**src/hdl/spa_pkg.sv**
```systemverilog
`default_nettype none
// ----------------------------------------------------------------------------
// spa_pkg
// Shared types, command codes and saturating arithmetic for the sparse
// polynomial accumulator.
// ----------------------------------------------------------------------------
package spa_pkg;

	localparam int CMD_W  = 2;
	localparam int EXP_W  = 10;
	localparam int COEF_W = 32;
	localparam int CNT_W  = 11;

	// Command codes carried in the input tuser
	localparam logic [CMD_W-1:0] CMD_ADD   = 2'd0;
	localparam logic [CMD_W-1:0] CMD_READ  = 2'd1;
	localparam logic [CMD_W-1:0] CMD_CLEAR = 2'd2;

	// One result request
	typedef struct packed {
		logic [CNT_W-1:0]         nonzero_count;
		logic                     term_valid;
		logic [EXP_W-1:0]         term_exponent;
		logic signed [COEF_W-1:0] term_coefficient;
		logic                     last_term;
	} res_t;

	// Q16.16 add, clamped to the signed 32-bit range
	function automatic logic signed [COEF_W-1:0] sat_add(
		input logic signed [COEF_W-1:0] a,
		input logic signed [COEF_W-1:0] b
	);
		logic signed [COEF_W:0] s;
		logic signed [COEF_W-1:0] r;
		s = {a[COEF_W-1], a} + {b[COEF_W-1], b};
		if (s[COEF_W] != s[COEF_W-1]) begin
			r = s[COEF_W] ? {1'b1, {(COEF_W-1){1'b0}}} : {1'b0, {(COEF_W-1){1'b1}}};
		end else begin
			r = s[COEF_W-1:0];
		end
		return r;
	endfunction

endpackage
`default_nettype wire

```
**src/hdl/spa_out_buf.sv**
```systemverilog
`default_nettype none
// ----------------------------------------------------------------------------
// spa_out_buf
// Two-entry result buffer: an output register plus a skid entry, so a result
// can be pushed while the previous one still waits on the master side.
// ----------------------------------------------------------------------------
module spa_out_buf (
	input  wire logic          clk,
	input  wire logic          arst_n,
	input  wire logic          push,
	input  wire spa_pkg::res_t res,
	output logic               room,
	output logic               m_tvalid,
	input  wire logic          m_tready,
	// [10:0] nonzero_count, [11] term_valid, [21:12] term_exponent,
	// [53:22] term_coefficient, [55:54] zero
	output logic [55:0]        m_tdata,
	output logic               m_tlast
);

	spa_pkg::res_t main_q;
	spa_pkg::res_t skid_q;
	logic          main_v_q;
	logic          skid_v_q;
	logic          pop;

	assign pop  = main_v_q && m_tready;
	assign room = !skid_v_q;

	// Valid flags
	always_ff @(posedge clk or negedge arst_n) begin
		if (!arst_n) begin
			main_v_q <= 1'b0;
			skid_v_q <= 1'b0;
		end else if (pop) begin
			if (skid_v_q) begin
				skid_v_q <= push;
			end else begin
				main_v_q <= push;
			end
		end else if (push) begin
			if (!main_v_q) begin
				main_v_q <= 1'b1;
			end else begin
				skid_v_q <= 1'b1;
			end
		end
	end

	// Payload: advance skid into main on a pop, else fill the free entry
	always_ff @(posedge clk) begin
		if (pop) begin
			if (skid_v_q) begin
				main_q <= skid_q;
				if (push) begin
					skid_q <= res;
				end
			end else if (push) begin
				main_q <= res;
			end
		end else if (push) begin
			if (!main_v_q) begin
				main_q <= res;
			end else begin
				skid_q <= res;
			end
		end
	end

	assign m_tvalid = main_v_q;
	assign m_tdata  = {2'b00, main_q.term_coefficient, main_q.term_exponent,
		main_q.term_valid, main_q.nonzero_count};
	assign m_tlast  = main_q.last_term;

endmodule
`default_nettype wire

```
**config.mk**
```make
export PLATFORM = sky130hd
export DESIGN_NAME = spa_out_buf
export DESIGN_NICKNAME = d
export VERILOG_FILES = /design/src/hdl/spa_pkg.sv /design/src/hdl/spa_out_buf.sv
export SDC_FILE = /design/constraint.sdc
export NUM_CORES = 1
export LEC_CHECK = 0
export CAP_MARGIN = 20
export CORE_UTILIZATION = 66
export DETAILED_ROUTE_END_ITERATION = 10
export DONT_BUFFER_PORTS = 1
export PLACE_DENSITY = 0.82
export RECOVER_POWER = 25
export SLEW_MARGIN = 20
export SYNTH_ARGS = -nofsm -noshare
export SYNTH_HDL_FRONTEND = slang
export SYNTH_SLANG_ARGS = --single-unit
```
**constraint.sdc**
```tcl
create_clock -name clk -period 5.7 [get_ports clk]
set_input_delay 0.285 -clock clk [delete_from_list [all_inputs] [get_ports clk]]
set_output_delay 0.285 -clock clk [all_outputs]
set_load 0.02 [all_outputs]
```
==> results of run 1 <==
==> worst max-delay path by stage <==
stage / endpoint / start / cells after the start / slack, ns
floorplan: m_tdata[0] / m_tvalid / 2 / 1.84
detailed placement: skid_q[26] / m_tvalid / 1 / 3.49
CTS: skid_q[28] / m_tvalid / 1 / 3.49
global placement: skid_q[26] / m_tvalid / 1 / 3.61
finish: m_tdata[33] / m_tvalid / 2 / 3.51
global route: m_tdata[33] / m_tvalid / 2 / 3.41
==> cell type report <==
class | instances | share of cell area
Sequential cell | 112 | 0.6759
Clock inverter | 7 | 0.01942
Clock buffer | 9 | 0.02497
Timing Repair Buffer | 58 | 0.1165
Inverter | 2 | 0.001513
Multi-Input combinational cell | 66 | 0.1427
Tap cell | 75 | 0.01892
==> flip-flops by register name, summed over array words and instances (netlist names) <==
signal	count
skid_q	55
m_tdata	54
m_tlast	1
m_tvalid	1
skid_v_q	1
==> layout by cell type (no fill, tap or decap), drive strengths merged, types with 2 or more instances in the layout <==
cell type / netlist / routed
inv: 2 / 2
bufinv: 0 / 2
edfxtp: 110 / 110
clkinvlp: 0 / 2
conb: 1 / 2
dfrtp: 2 / 2
mux2: 55 / 55
dlygate4sd3: 0 / 57
clkinv: 0 / 3
a21oi: 3 / 3
clkbuf: 0 / 9
==> worst max-delay path, delay by kind of cell, from the launching register on <==
family,cells,cell delay [ns]
flops,1,0.68
simple gates,1,0.65
mux,1,0.57
==> metrics by stage <==
stage          instances  instance area [um2]  hold WS, ns  total power [W]  worst slack [ns]
2_1_floorplan        187                 4116     -0.01059         0.001228             1.844
3_3_place_gp         256                 4167     -0.01055         0.001243             3.610
3_5_place_dp         256                 4167     -0.01051         0.001256             3.492
4_1_cts              281                 4477     0.001833         0.001749             3.495
5_1_grt              329                 4961      0.01608         0.001831             3.414
6_report             329                 4961      0.03755         0.001778             3.510
==> routing by layer <==
metal  vias up  part of all wire  GRT usage
met5         -                 0          0
met4         0             0.026     0.1286
met3        20             0.071    0.07079
met2       103              0.51     0.3277
met1       954              0.39     0.2605
li1        855                 -          -
==> kinds of logic after synthesis <==
logic type,synth area share
compound gates,0.006998
buf+inv,0.01734
flops,0.8153
mux,0.1506
other cells,0.0009118
simple gates,0.008826
==> power groups by stage <==
stage | sequential (W) | combinational (W) | clock [W]
6_report | 0.00111 | 0.000158 | 0.000505
5_1_grt | 0.00112 | 0.000171 | 0.000538
4_1_cts | 0.00111 | 0.000130 | 0.000505
3_5_place_dp | 0.00113 | 0.000124 | 0
3_3_place_gp | 0.00113 | 0.000115 | 0
2_1_floorplan | 0.00112 | 0.000106 | 0
==> results.toml, run 1 <==
[outcome]
status = "finished, final reports clean"

[logic_synthesis]
netlist_top_cells_area = "edfxtp_1 (80%), mux2_2 (14%), dfrtp_1 (1.2%), mux2_1 (1.1%), buf_6 (0.82%)"
synth_top_area_share = 0.8032
postSynthCellCount = 186
synth_edf_count = 110
yosysSeqAreaShare = 0.8153
ys.flop_type = "edfxtp_1"
yosysTopAreaCell = "edfxtp_1"
ys_seq_elements = 112
synth.yosys.warnings = 0
async_reset_ff_frac = 0.01786
synth_area_um2 = 4113
yosysMostFrequentCell = "edfxtp_1"
synthDistinctLibCells = 15
syn_avg_cell_area_um2 = 22.11
synthTopCellsByCount = "edfxtp_1 (110), mux2_2 (51), buf_4 (4), mux2_1 (4)"

[pwr]
peakVddDrop_v = 0.0002664
p_leak_nw = 1.692
swShare = 0.2435
cellPowerDensity_nw_per_um2 = 358.3
p_switching_w = 0.0004328
power.internal_w = 0.001345
pwr-share-clk = 0.284
p_comb_frac = 0.089
p_seq_frac = 0.627

[floorplan]
die_w_um = 80.94
num_io_pins = 118
fp.dieArea_um2 = 6551
die_height_um = 80.94
core-area_um2 = 5956
start_util = 0.6905
rows = 28

[sta]
final.setup.tns_ns = 0
rsz0062_at_grt = "no"
fmax_ghz = 0.4566
slew_viol_final = 0
finClkSkew_ns = 0.01084
maxSlewHeadroom = 0.4834
worst_slew_pin_slew_ns = 0.7749
period_share = 0.3842
hold_viol_final = 0
finalSetupViolCount = 0
fin_crit_ns = 2.190

[hold_path]
worstHoldPathCells = 1
min_path_type = "in2reg"
min_from = "push"
min_to = "m_tvalid"

[grt]
grt_overflow = 0
gr-usage-all-layers = 0.2120
grt_max_degree = 56
grt_pass1_wl_mm = 9.494
first_global_vias = 1746
antenna_found_initial = 0

[drt]
dr.first_iter.drc_count = 124
routed_via_density = 5.872
via_count = 1932
drc_errors = 0
dr.pass1.iters = 4
antenna_left = 0
wl_per_cell_um = 23.01
wl_mm = 7.570

[clock_network]
cts_tree = "done"
cts_hold_buf = 9
cts_max_path_buffers = 2
root_buffer = "clkbuf_8"
path_clk_slew_ns = 0.10
cts.htree.levels = 3
cts_resized = 0
cts_inserted_buffers = 9
cts_sinks = 112
post_cts_buffers = 0
clk_latency_ns = 0.36

[cells_and_area]
seqCellArea_um2 = 3353
multi_input_area_um2 = 708.2
areaGrowthSynthToFinish_pct = 20.63
layout-drive-gt1-share = 0.2756
fillers = 268
diodes = 0
finish.utilization = 0.8330
nets = 308

[critical_path]
reg2reg_to = "m_tdata[33]"
worstPathArrival_ns = 2.30
setup.worst_path.start_class = "flip-flop"
critPathSlowestCell = "dfrtp_1"
max_stage_delay_ns = 0.68
cp-end-kind = "flip-flop"
r2r_setup_slack_ns = 3.51
path_cells = "nand3_4, mux2_1"
rr_worst_depth = 2
required_ns = 5.81
crit_type = "reg2reg"
r2r_start = "m_tvalid"
crit_path_max_fanout = 55

[placement]
gp_congestion = 0.6836
place_hpwl_mm = 4.096
portBuffers = 0

[flow_run]
maxCapViolCount = 0
Power figures use the tool's default switching activity.
==> run 2, diff against run 1 <==
--- a/config.mk
+++ b/config.mk
@@ -6,10 +6,10 @@
 export NUM_CORES = 1
 export LEC_CHECK = 0
 export CAP_MARGIN = 20
-export CORE_UTILIZATION = 66
+export CORE_UTILIZATION = 56
 export DETAILED_ROUTE_END_ITERATION = 10
 export DONT_BUFFER_PORTS = 1
-export PLACE_DENSITY = 0.82
+export PLACE_DENSITY = 0.74
 export RECOVER_POWER = 25
 export SLEW_MARGIN = 20
 export SYNTH_ARGS = -nofsm -noshare
==> constraint.sdc (replaced) <==
create_clock -name clk -period 2 [get_ports clk]
set_input_delay 0.1 -clock clk [delete_from_list [all_inputs] [get_ports clk]]
set_output_delay 0.1 -clock clk [all_outputs]
set_load 0.02 [all_outputs]
==> run 2 against run 1 <==
Against the previous run: worst hold slack gained 0.25 ns; register-to-register slack lost 3.1 ns; cell area grew 1.0%; sequential power grew to 2.9 times the previous value; highest routed layer unchanged; clock skew grew 0.0011 ns; core utilization shrank 11 points; setup slack lost 3.1 ns.
==> results.toml, run 2 (same netlist as run 1, synthesis figures left out) <==
[clock_network]
cts_tree = "done"
cts_sinks = 112
cts_resized = 0
clk_latency_ns = 0.36
path_clk_slew_ns = 0.11
cts_inserted_buffers = 9
root_buffer = "clkbuf_8"
cts.htree.levels = 3
cts_max_path_buffers = 2

[cells_and_area]
largest_reg_flops = 55
finish.utilization = 0.7216
diodes = 0
areaGrowthSynthToFinish_pct = 21.84
layout-drive-gt1-share = 0.2780
regMostFlops = "skid_q"
final_cell_mix = "edfxtp_1 (110), dlygate4sd3_1 (60), mux2_2 (51)"
nets = 313
final_common_cell = "edfxtp_1"

[flow_run]
maxCapViolCount = 0

[grt]
grt_max_degree = 56
grt_overflow = 0
first_global_vias = 2056
antenna_found_initial = 0
gr-usage-all-layers = 0.2113
grt_pass1_wl_mm = 11.39

[floorplan]
die_height_um = 87.70
die_w_um = 87.70
fp.dieArea_um2 = 7690
num_io_pins = 118
core-area_um2 = 6944
rows = 30
start_util = 0.5923

[sta]
fin_crit_ns = 1.605
period_share = 0.8026
slew_viol_final = 0
finClkSkew_ns = 0.01190
rsz0062_at_grt = "no"
finalSetupViolCount = 0
fmax_ghz = 0.6230
hold_viol_final = 0
final.setup.tns_ns = 0
worst_slack_ns = 0.3948

[placement]
place_ws_ns = 0.4297
place_hpwl_mm = 3.957
gp_congestion = 0.6748
portBuffers = 0

[drt]
via_count = 1896
met1Wirelength_mm = 2.839
wl_per_cell_um = 21.17
dr.pass1.iters = 4
antenna_left = 0
drc_errors = 0
wl_mm = 7.516
dr_wl_met3_um = 397
wl_met2_mm = 4.171
routed.top_layer = "met4"
dr.first_iter.drc_count = 76
routed_via_density = 5.341

[critical_path]
crit_path_max_fanout = 55
setup.worst_path.start_class = "flip-flop"
cp-end-kind = "flip-flop"
worstPathArrival_ns = 1.71
required_ns = 2.10
crit_type = "reg2reg"
r2r_setup_slack_ns = 0.39

[pwr]
p_leak_nw = 1.710
cellPowerDensity_nw_per_um2 = 964.2
peakVddDrop_v = 0.0006109

[hold_path]
min_path_type = "in2reg"

[outcome]
status = "finished, final reports clean"
[run 2: path summary, 6_finish.rpt]
check / cells after the start / to / startpoint
max: 3 / m_tdata[45] / m_tvalid
min: 3 / m_tdata[20] / m_tready
max reg2reg: 3 / m_tdata[45] / m_tvalid
min reg2reg: 1 / m_tdata[32] / skid_q[11]
max in group asynchronous: 2 / m_tvalid / arst_n
min in group asynchronous: 2 / m_tvalid / arst_n
[run 2: report_power, final]
part	switching, W	internal [W]	total, W	leakage, nW
combinational	0.000248	0.000250	0.000498	0.546
clock	0.000707	0.000456	0.00116	0.0875
sequential	0.000270	0.00290	0.00317	1.08
[run 2: through the flow]
step	instance area, um2	total power, W	cells	hold slack, ns
finish	5011	0.004832	355	0.2861
global placement	4247	0.003568	279	-0.1955
CTS	5011	0.004843	355	0.2688
floorplan	4130	0.003494	187	-0.1956
global route	5011	0.005002	355	0.2869
detailed placement	4247	0.003600	279	-0.1955
[run 2: per-layer routing]
| layer | vias up | GRT usage |
|---|---|---|
| li1 | 863 | - |
| met4 | 0 | 0.07750 |
| met5 | - | 0 |
| met3 | 9 | 0.07163 |
| met1 | 943 | 0.2284 |
| met2 | 81 | 0.3849 |
[run 2: critical path: stages, from the launching register on]
cell and delay [ns]:
dfrtp_2 0.53, nand3_4 0.13, buf_12 0.29, mux2_2 0.39
[run 2: layout make-up]
class / count / area [um2]
Clock buffer: 11 / 131.4
Clock inverter: 5 / 32.53
Fill cell: 410 / 1933
Inverter: 2 / 7.507
Multi-Input combinational cell: 66 / 704.4
Sequential cell: 112 / 3354
Tap cell: 96 / 120.1
Timing Repair Buffer: 63 / 660.6
[run 2: timing repair]
item / CTS / global route
hold buffers: 60 / 0
hold endpoints to repair: 114 / 0
setup buffers: 0 / 0
==> run 3, diff against run 2 <==
--- a/config.mk
+++ b/config.mk
@@ -5,6 +5,7 @@
 export SDC_FILE = /design/constraint.sdc
 export NUM_CORES = 1
 export LEC_CHECK = 0
+export ABC_AREA = 1
 export CAP_MARGIN = 20
 export CORE_UTILIZATION = 56
 export DETAILED_ROUTE_END_ITERATION = 10
==> constraint.sdc (replaced) <==
create_clock -name clk -period 1.44 [get_ports clk]
set_input_delay 0.072 -clock clk [delete_from_list [all_inputs] [get_ports clk]]
set_output_delay 0.072 -clock clk [all_outputs]
set_load 0.02 [all_outputs]
==> run 3 against run 2 <==
Against the previous run: sequential share of layout area shrank 3.7 points; critical path depth grew 2; die area grew 6.7%; cell count grew 34%; first-iteration DRC count grew 9.2%; combinational power grew 79%; setup slack lost 0.30 ns; power grew 46%; core utilization shrank 0.60 points; non-clock buffer count grew 4; sequential power grew 42%; cell area grew 5.8%; critical endpoint is now skid_q[34]; largest power group unchanged.
==> results.toml, run 3 <==
[cells_and_area]
nets = 432
largest_reg_flops = 55
areaGrowthSynthToFinish_pct = 20.64
final_cell_mix = "edfxtp_1 (110), nand2_1 (62), dlygate4sd3_1 (60)"
final_common_cell = "edfxtp_1"
fillers = 495
fin_area_um2 = 5301
diodes = 0
regMostFlops = "skid_q"
layout-drive-gt1-share = 0.1667

[critical_path]
rr_worst_depth = 5
required_ns = 1.50
crit_path_max_fanout = 28
r2r_setup_slack_ns = 0.1
worstPathArrival_ns = 1.40
reg2reg_to = "skid_q[34]"
setup.worst_path.start_class = "flip-flop"
startpoint = "skid_v_q"
crit_path_end = "skid_q[34]"
cp-end-kind = "flip-flop"
crit_type = "reg2reg"
r2r_start = "skid_v_q"

[logic_synthesis]
ys_seq_elements = 112
postSynthCellCount = 308
synth_area_um2 = 4394
yosysMostFrequentCell = "edfxtp_1"
yosysSeqAreaShare = 0.7631
netlist_top_cells_area = "edfxtp_1 (75%), o21ai_2 (7.4%), nand2_1 (5.5%), inv_1 (5.1%), buf_6 (2.8%)"
async_reset_ff_frac = 0.01786
syn_avg_cell_area_um2 = 14.27
synthDistinctLibCells = 13
synth.yosys.warnings = 0
yosysTopAreaCell = "edfxtp_1"
synth_top_area_share = 0.7517
synthTopCellsByCount = "edfxtp_1 (110), nand2_1 (64), inv_1 (60)"
synth_edf_count = 110
ys.flop_type = "edfxtp_1"

[sta]
final.setup.tns_ns = 0
fmax_ghz = 0.7440
finalSetupViolCount = 0
worst_slack_ns = 0.09592
fin_crit_ns = 1.344
period_share = 0.9334
timing.hold.ws_ns = 0.06456
finClkSkew_ns = 0.01145
rsz0062_at_grt = "no"
hold_viol_final = 0
slew_viol_final = 0

[placement]
gp_congestion = 0.7197
post_dp_cell_area_um2 = 4531
place_hpwl_mm = 4.519
place_ws_ns = 0.1223
portBuffers = 0

[grt]
antenna_found_initial = 0
gr-usage-all-layers = 0.1908
first_global_vias = 2392
grt_overflow = 0
grt_pass1_wl_mm = 11.86
grt_max_degree = 55

[drt]
wl_mm = 7.265
wl_per_cell_um = 15.23
antenna_left = 0
via_count = 2357
dr.pass1.iters = 4
routed_via_density = 4.941
drc_errors = 0
dr.first_iter.drc_count = 83

[floorplan]
num_io_pins = 118
die_w_um = 90.58
rows = 31
core-area_um2 = 7408
fp.dieArea_um2 = 8205
die_height_um = 90.58
start_util = 0.5931

[pwr]
peakVddDrop_v = 0.0009795
cellPowerDensity_nw_per_um2 = 1329
report.power.total_w = 0.007045
p_leak_nw = 2.121

[clock_network]
cts_sinks = 112
cts_resized = 0
root_buffer = "clkbuf_8"
cts_tree = "done"
clk_latency_ns = 0.36
cts.htree.levels = 3
cts_inserted_buffers = 9
path_clk_slew_ns = 0.10
cts_max_path_buffers = 2

[hold_path]
min_path_type = "in2reg"

[outcome]
status = "finished, final reports clean"

[flow_run]
maxCapViolCount = 0
## run 3: cell count changes after synthesis, moves of 10 or more
cell,before,now
inv_1,2,60
nand2_1,0,64
mux2_2,51,0
o21ai_0,0,10
o21ai_2,0,37
## run 3: timing repair
action / 4_1_cts / 5_1_grt
endpoints found under the hold margin: 114 / 0
setup endpoints to repair: 0 / 0
buffers inserted: 0 / 0
hold buffers: 60 / 0
## run 3: worst min-delay path by stage
stage | startpoint | to | slack [ns] | cells past startpoint
after detailed placement | arst_n | m_tvalid | -0.22 | 0
after CTS | m_tready | skid_v_q | 0.04 | 5
final | m_tready | m_tdata[30] | 0.06 | 3
after floorplan | arst_n | m_tvalid | -0.22 | 0
after global placement | arst_n | skid_v_q | -0.22 | 0
after global routing | m_tready | m_tdata[30] | 0.08 | 3
## run 3: kinds of logic after synthesis
| kind of cell | after synthesis | synth area share |
|---|---|---|
| buf+inv | 74 | 0.08371 |
| flops | 112 | 0.7631 |
| simple gates | 66 | 0.05809 |
| compound gates | 55 | 0.09425 |
| other cells | 1 | 0.0008534 |
## run 3: per-layer routing
layer  wire length [um]  track usage
met3                397      0.05640
met2               3781       0.3289
met4                 96      0.06317
met1               2989       0.2294
met5                  0            0
## run 3: critical path, cell delays in order (launching register included)
cell	delay, ns
dfrtp_1	0.44
nand2_1	0.12
nand2_1	0.09
nand2_2	0.07
clkinvlp_4	0.11
buf_12	0.20
## run 3: area by class of cell
cell class                 instances  area [um2]  area share
sequential                       112        3354      0.6328
timing repair buffer              67       728.2      0.1374
multi-input combinational        123       689.4      0.1300
inverter                          60       232.7     0.04390
clock buffer                      10       127.6     0.02407
tap                               99       123.9     0.02337
clock inverter                     6       45.04    0.008497
## run 3: metrics by stage
step	instances	utilization
floorplan	309	-
detailed placement	401	0.6116
finish	477	0.7156
global placement	401	0.6116
CTS	477	0.7159
global route	477	0.7156
## run 3: report_power, final
group          total (W)  internal [W]  switching (W)  leakage, nW
combinational   0.000893      0.000349       0.000544        0.952
sequential       0.00449       0.00409       0.000407         1.08
clock            0.00166      0.000641        0.00102       0.0874
